$ cat src/hw/rtl/nnr_pkg.sv
`timescale 1ns / 1ps
package nnr_pkg;
  localparam int FRAC_BITS = 16;
  localparam int MAX_DEGREE = 16;
  localparam int MIN_DEGREE = 2;
  localparam int MAX_ITER = 100;
  localparam int DEG_W = 5;
  localparam int ITER_W = 7;
  localparam int DATA_W = 32;
  localparam int POW_W = 64;
  localparam int DIV_W = DATA_W + FRAC_BITS;
  localparam int SUM_W = DIV_W + 6;
  localparam logic CFG_DEGREE = 1'b0;
  localparam logic CFG_ITER = 1'b1;

  typedef struct packed {
    logic load;
    logic pow_init;
    logic pow_step;
    logic qdiv_start;
    logic ndiv_start;
    logic update;
  } nnr_cmd_t;

  typedef struct packed {
    logic div_busy;
    logic pow_zero;
  } nnr_stat_t;
endpackage

$ cat src/hw/rtl/nnr_ctrl.sv
`timescale 1ns / 1ps
module nnr_ctrl (
  input  logic                        clk,
  input  logic                        rst,
  input  logic                        in_go,
  input  logic                        c_zero,
  input  logic [nnr_pkg::DEG_W-1:0]   degree,
  input  logic [nnr_pkg::ITER_W-1:0]  iters,
  input  nnr_pkg::nnr_stat_t          stat,
  input  logic                        out_take,
  output nnr_pkg::nnr_cmd_t           cmd,
  output logic                        idle,
  output logic                        done,
  output logic                        zero_out
);
  import nnr_pkg::*;

  typedef enum logic [2:0] {
    S_IDLE, S_POW, S_QDIV, S_QWAIT, S_NDIV, S_NWAIT, S_UPD, S_OUT
  } state_t;

  state_t state;
  logic [ITER_W-1:0] step_counter;
  logic [DEG_W-1:0] k;

  assign idle = (state == S_IDLE);
  assign done = (state == S_OUT);

  always_comb begin
    cmd = '0;
    case (state)
      S_IDLE: begin
        cmd.load = in_go;
        cmd.pow_init = in_go;
      end
      S_POW: cmd.pow_step = (k < degree);
      S_QDIV: cmd.qdiv_start = !stat.pow_zero;
      S_NDIV: cmd.ndiv_start = 1'b1;
      S_UPD: begin
        cmd.update = 1'b1;
        cmd.pow_init = 1'b1;
      end
      default: ;
    endcase
  end

  always_ff @(posedge clk) begin
    if (rst) begin
      state <= S_IDLE;
      step_counter <= '0;
      k <= '0;
      zero_out <= 1'b0;
    end else begin
      case (state)
        S_IDLE: if (in_go) begin
          step_counter <= '0;
          k <= DEG_W'(1);
          zero_out <= c_zero;
          state <= (c_zero || iters == '0) ? S_OUT : S_POW;
        end
        S_POW: if (k < degree) k <= k + 1'b1;
               else state <= S_QDIV;
        S_QDIV: state <= stat.pow_zero ? S_UPD : S_QWAIT;
        S_QWAIT: if (!stat.div_busy) state <= S_NDIV;
        S_NDIV: state <= S_NWAIT;
        S_NWAIT: if (!stat.div_busy) state <= S_UPD;
        S_UPD: begin
          k <= DEG_W'(1);
          step_counter <= step_counter + 1'b1;
          state <= (step_counter + 1'b1 == iters) ? S_OUT : S_POW;
        end
        S_OUT: if (out_take) state <= S_IDLE;
        default: state <= S_IDLE;
      endcase
    end
  end
endmodule

$ cat config.mk
export PLATFORM = sky130hd
export DESIGN_NAME = nnr_ctrl
export DESIGN_NICKNAME = d
export VERILOG_FILES = /design/src/hw/rtl/nnr_pkg.sv /design/src/hw/rtl/nnr_ctrl.sv
export SDC_FILE = /design/constraint.sdc
export NUM_CORES = 1
export LEC_CHECK = 0
export BUFFER_PORTS_ARGS = -buffer_cell sky130_fd_sc_hd__clkbuf_2
export CAP_MARGIN = 20
export CORE_MARGIN = 3
export CORE_UTILIZATION = 57
export CTS_CLUSTER_SIZE = 20
export DETAILED_ROUTE_END_ITERATION = 6
export GPL_ROUTABILITY_DRIVEN = 0
export MAX_ROUTING_LAYER = met4
export PLACE_DENSITY = 0.83
export SLEW_MARGIN = 10
export SYNTH_ARGS = -nofsm -noshare
export SYNTH_HDL_FRONTEND = slang
export SYNTH_SLANG_ARGS = --single-unit
$ cat constraint.sdc
create_clock -name clk -period 3.6 [get_ports clk]
set_input_delay 0.72 -clock clk [delete_from_list [all_inputs] [get_ports clk]]
set_output_delay 0.72 -clock clk [all_outputs]
set_load 0.05 [all_outputs]
==> run_results.csv <==
group,metric,value,unit
status,status,"finished, final reports clean",
power_and_ir_drop,leakagePower,0.000584,uW
grt,overflow,0,
critical_path,regToRegSetupSlack,1490,ps
clocking,postCtsSetupRepairBufs,0,
critical_path,cpLargestDelayFamily,"buffers and inverters",
grt,grt_pass1_vias,1063,
synthesis,netlist_instances,147,
sta,finalMaxSlewViolations,0,
critical_path,crit_path_end_kind,"output port",
synthesis,synth_edf_count,0,
power_and_ir_drop,clockPowerShare,15.6,%
routing,wire_per_inst,13.5,um
critical_path,crit_cells,5,
sta,rsz0062_at_grt,"no",
synthesis,yosys.area_share.simple,28.9,%
routing,drt_iter0_markers,18,
clocking,hold_buffers,0,
critical_path,max_stage_delay,630,ps
die,core-area,1840,um2
routing,dr.pass1.iters,4,
power_and_ir_drop,intPower,385,uW
die,fp.dieW,51.4,um
synthesis,synth_top_area_share,27.3,%
synthesis,yosys-top-cells-count,"nor2_1, dfxtp_1, nand2_1, a21oi_1",
finish,final_nets,197,
routing,vias_per_cell,5.85,
grt,grt_max_degree,19,
power_and_ir_drop,p_switching,382,uW
sta,fin_tns_setup,0,ps
synthesis,avgSynthCellArea,7.98,um2
clocking,cts.sinks,16,
sta,min_period_over_period,80.1,%
synthesis,synth-xor-area-share,8.96,%
finish,layout-drive-gt1-share,26.3,%
synthesis,synth_cell_types,38,
synthesis,synthTopCellsByArea,"dfxtp_1, ha_1, nor2_1, xnor2_1, nor3_2",
clocking,cts_tree,"yes",
sta,finClkSkew,4.74,ps
power_and_ir_drop,vdd_drop_max,0.318,mV
sta,setup_viol,0,
critical_path,critPathKind,"reg -> out",
routing,drt_wl_total,2650,um
critical_path,startpoint,"state[2]",
clocking,cts_root_buf,"clkbuf_4",
synthesis,synth-seq-area-share,27.3,%
sta,clock.fmax,347,MHz
clocking,cts_buffers,3,
synthesis,synthMuxAreaShare,0,%
routing,via_count,1147,
critical_path,cp-endpoint,"cmd[4]",
synthesis,synthArstFlopShare,0,%
die,num_rows,15,
synthesis,synth_top_family_by_area,"simple AND/OR/NAND/NOR gates",
synthesis,synth_top_cell_by_area,"dfxtp_1",
power_and_ir_drop,pwr-share-comb,51.3,%
clocking,cts_htree_levels,1,
synthesis,yosysWarningCount,0,
synthesis,yosysMostFrequentCell,"nor2_1",
grt,antenna_found_initial,0,
grt,grt_pass1_wl,4460,um
finish,area_growth,13.1,%
finish,antenna_cells,0,
critical_path,critPathMaxFanout,14,
placed_design,place_area,1290,um2
synthesis,synth_area,1170,um2
clocking,postCtsResizedCells,0,
critical_path,r2r_start,"state[0]",
min_path,min_path_type,"reg -> reg",
critical_path,crit_buf_inv,3,
critical_path,cpMaxStageDelayCell,"dfxtp_1",
placed_design,hpwl,2070,um
power_and_ir_drop,p_seq_share,33.1,%
critical_path,worst-endpoint-required,2880,ps
clocking,clockBufferDepth,2,
critical_path,rr_endpoint,"k[4]",
clocking,clkLatencyLatePin,290,ps
grt,grt_usage,22.9,%
critical_path,worst_r2r_path_depth,8,
synthesis,synthAdderAreaFrac,6.40,%
die,io_pins,28,
sta,max-slew-margin-rel,59.5,%
finish,finalInstanceArea,1330,um2
sta,tightestPinTransition,602,ps
sta,min_period,2880,ps
power_and_ir_drop,p_per_area,578,nW/um2
critical_path,arrival,2160,ps
sta,hold_violations,0,
power_and_ir_drop,p_sw_share,49.8,%
clocking,clk_pin_slew_worst_paths,100,ps
die,start_util,63.8,%
critical_path,cp-start-kind,"register",
die,die-area,2640,um2
routing,route.detailed.drc,0,
synthesis,synth_flop_cell,"dfxtp_1",
critical_path,path_common_cell,"inv_2",
synthesis,synth-compound-area-share,21.4,%
synthesis,synth_seq_cells,16,
placed_design,port_buffers,27,
synthesis,mappedNetlistNets,172,
flow_run,drv_cap,0,
die,die_h,51.4,um
critical_path,worstPathCellList,"nand3_1, inv_2, nor2_2, inv_2, clkbuf_2",
routing,ant_nets,0,
-- routing by layer --
metal	global-route usage [%]	part of all wire, %	vias to the layer above
li1	-	-	573
met1	24.5	41	534
met2	40.5	52	38
met3	4.66	5.6	2
met4	10.0	0.91	0
met5	-	0	-
-- state kept, by name, summed over array words and instances, names as in the netlist --
register,count
state,3
step_counter,7
k,5
zero_out,1
-- placed cells by master, fill, tap and decap left out, types with 2 or more instances in the layout --
master	count
nand4_1	2
nor3_1	3
nand2_1	13
nor3b_1	2
a211oi_2	2
a211oi_1	2
a21oi_1	9
nand2b_1	3
and2_1	2
and3_1	5
nor3_2	5
xnor2_1	7
nor4_1	3
clkbuf_2	27
inv_2	3
dfxtp_1	16
a22oi_1	3
o2111ai_1	2
o21ai_0	7
clkbuf_4	3
o21ai_1	4
inv_1	6
xor2_1	5
ha_1	6
nor2_1	17
nand3_1	2
-- stage by stage --
stage	util [%]	setup WS [ps]	total power [uW]	hold slack [ps]	std cells
after floorplan	-	711	592	495	147
after global placement	70.2	894	634	442	192
after detailed placement	70.2	853	649	451	192
after CTS	72.2	743	771	465	196
after global routing	72.2	582	815	497	196
final	72.2	716	767	460	196
-- worst min path at each step --
stage                     startpoint  endpoint  slack [ps]  cells after the start
after floorplan                 k[0]      k[0]         490                      1
after global placement      zero_out  zero_out         440                      2
after detailed placement    zero_out  zero_out         450                      2
after CTS                   zero_out  zero_out         460                      2
after global routing        zero_out  zero_out         500                      2
final                       zero_out  zero_out         460                      2
-- power groups by stage --
stage / logic, uW / clock network, uW / registers, uW
floorplan: 363 / 0 / 228
CTS: 395 / 125 / 252
detailed placement: 393 / 0 / 256
global placement: 381 / 0 / 253
global route: 427 / 129 / 259
finish: 394 / 119 / 254
-- worst reg2reg max path: cells and delay by family (launching register included) --
family          cells  cell delay [ps]
simple gates        3              560
xor+xnor            1              210
flops               1              520
compound gates      1              250
buf+inv             3              450
-- kinds of logic (layout without fill, tap and decap cells) --
logic type,count (synthesis),count (layout)
AND/OR/NAND/NOR,61,61
XOR/XNOR,12,12
buffers and inverters,16,40
flip-flops,16,16
adder cells (fa/ha/maj),6,6
AO/OA/AOI/OAI,36,36
-- layout make-up --
cell class / count / area (um2)
clock buffers: 4 / 36.3
multi-input cells: 115 / 771
well taps: 25 / 31.3
flip-flops and latches: 16 / 320
fillers: 165 / 512
repair buffers: 27 / 135
inverters: 9 / 33.8
No activity file was read; power rests on OpenSTA's default activity.
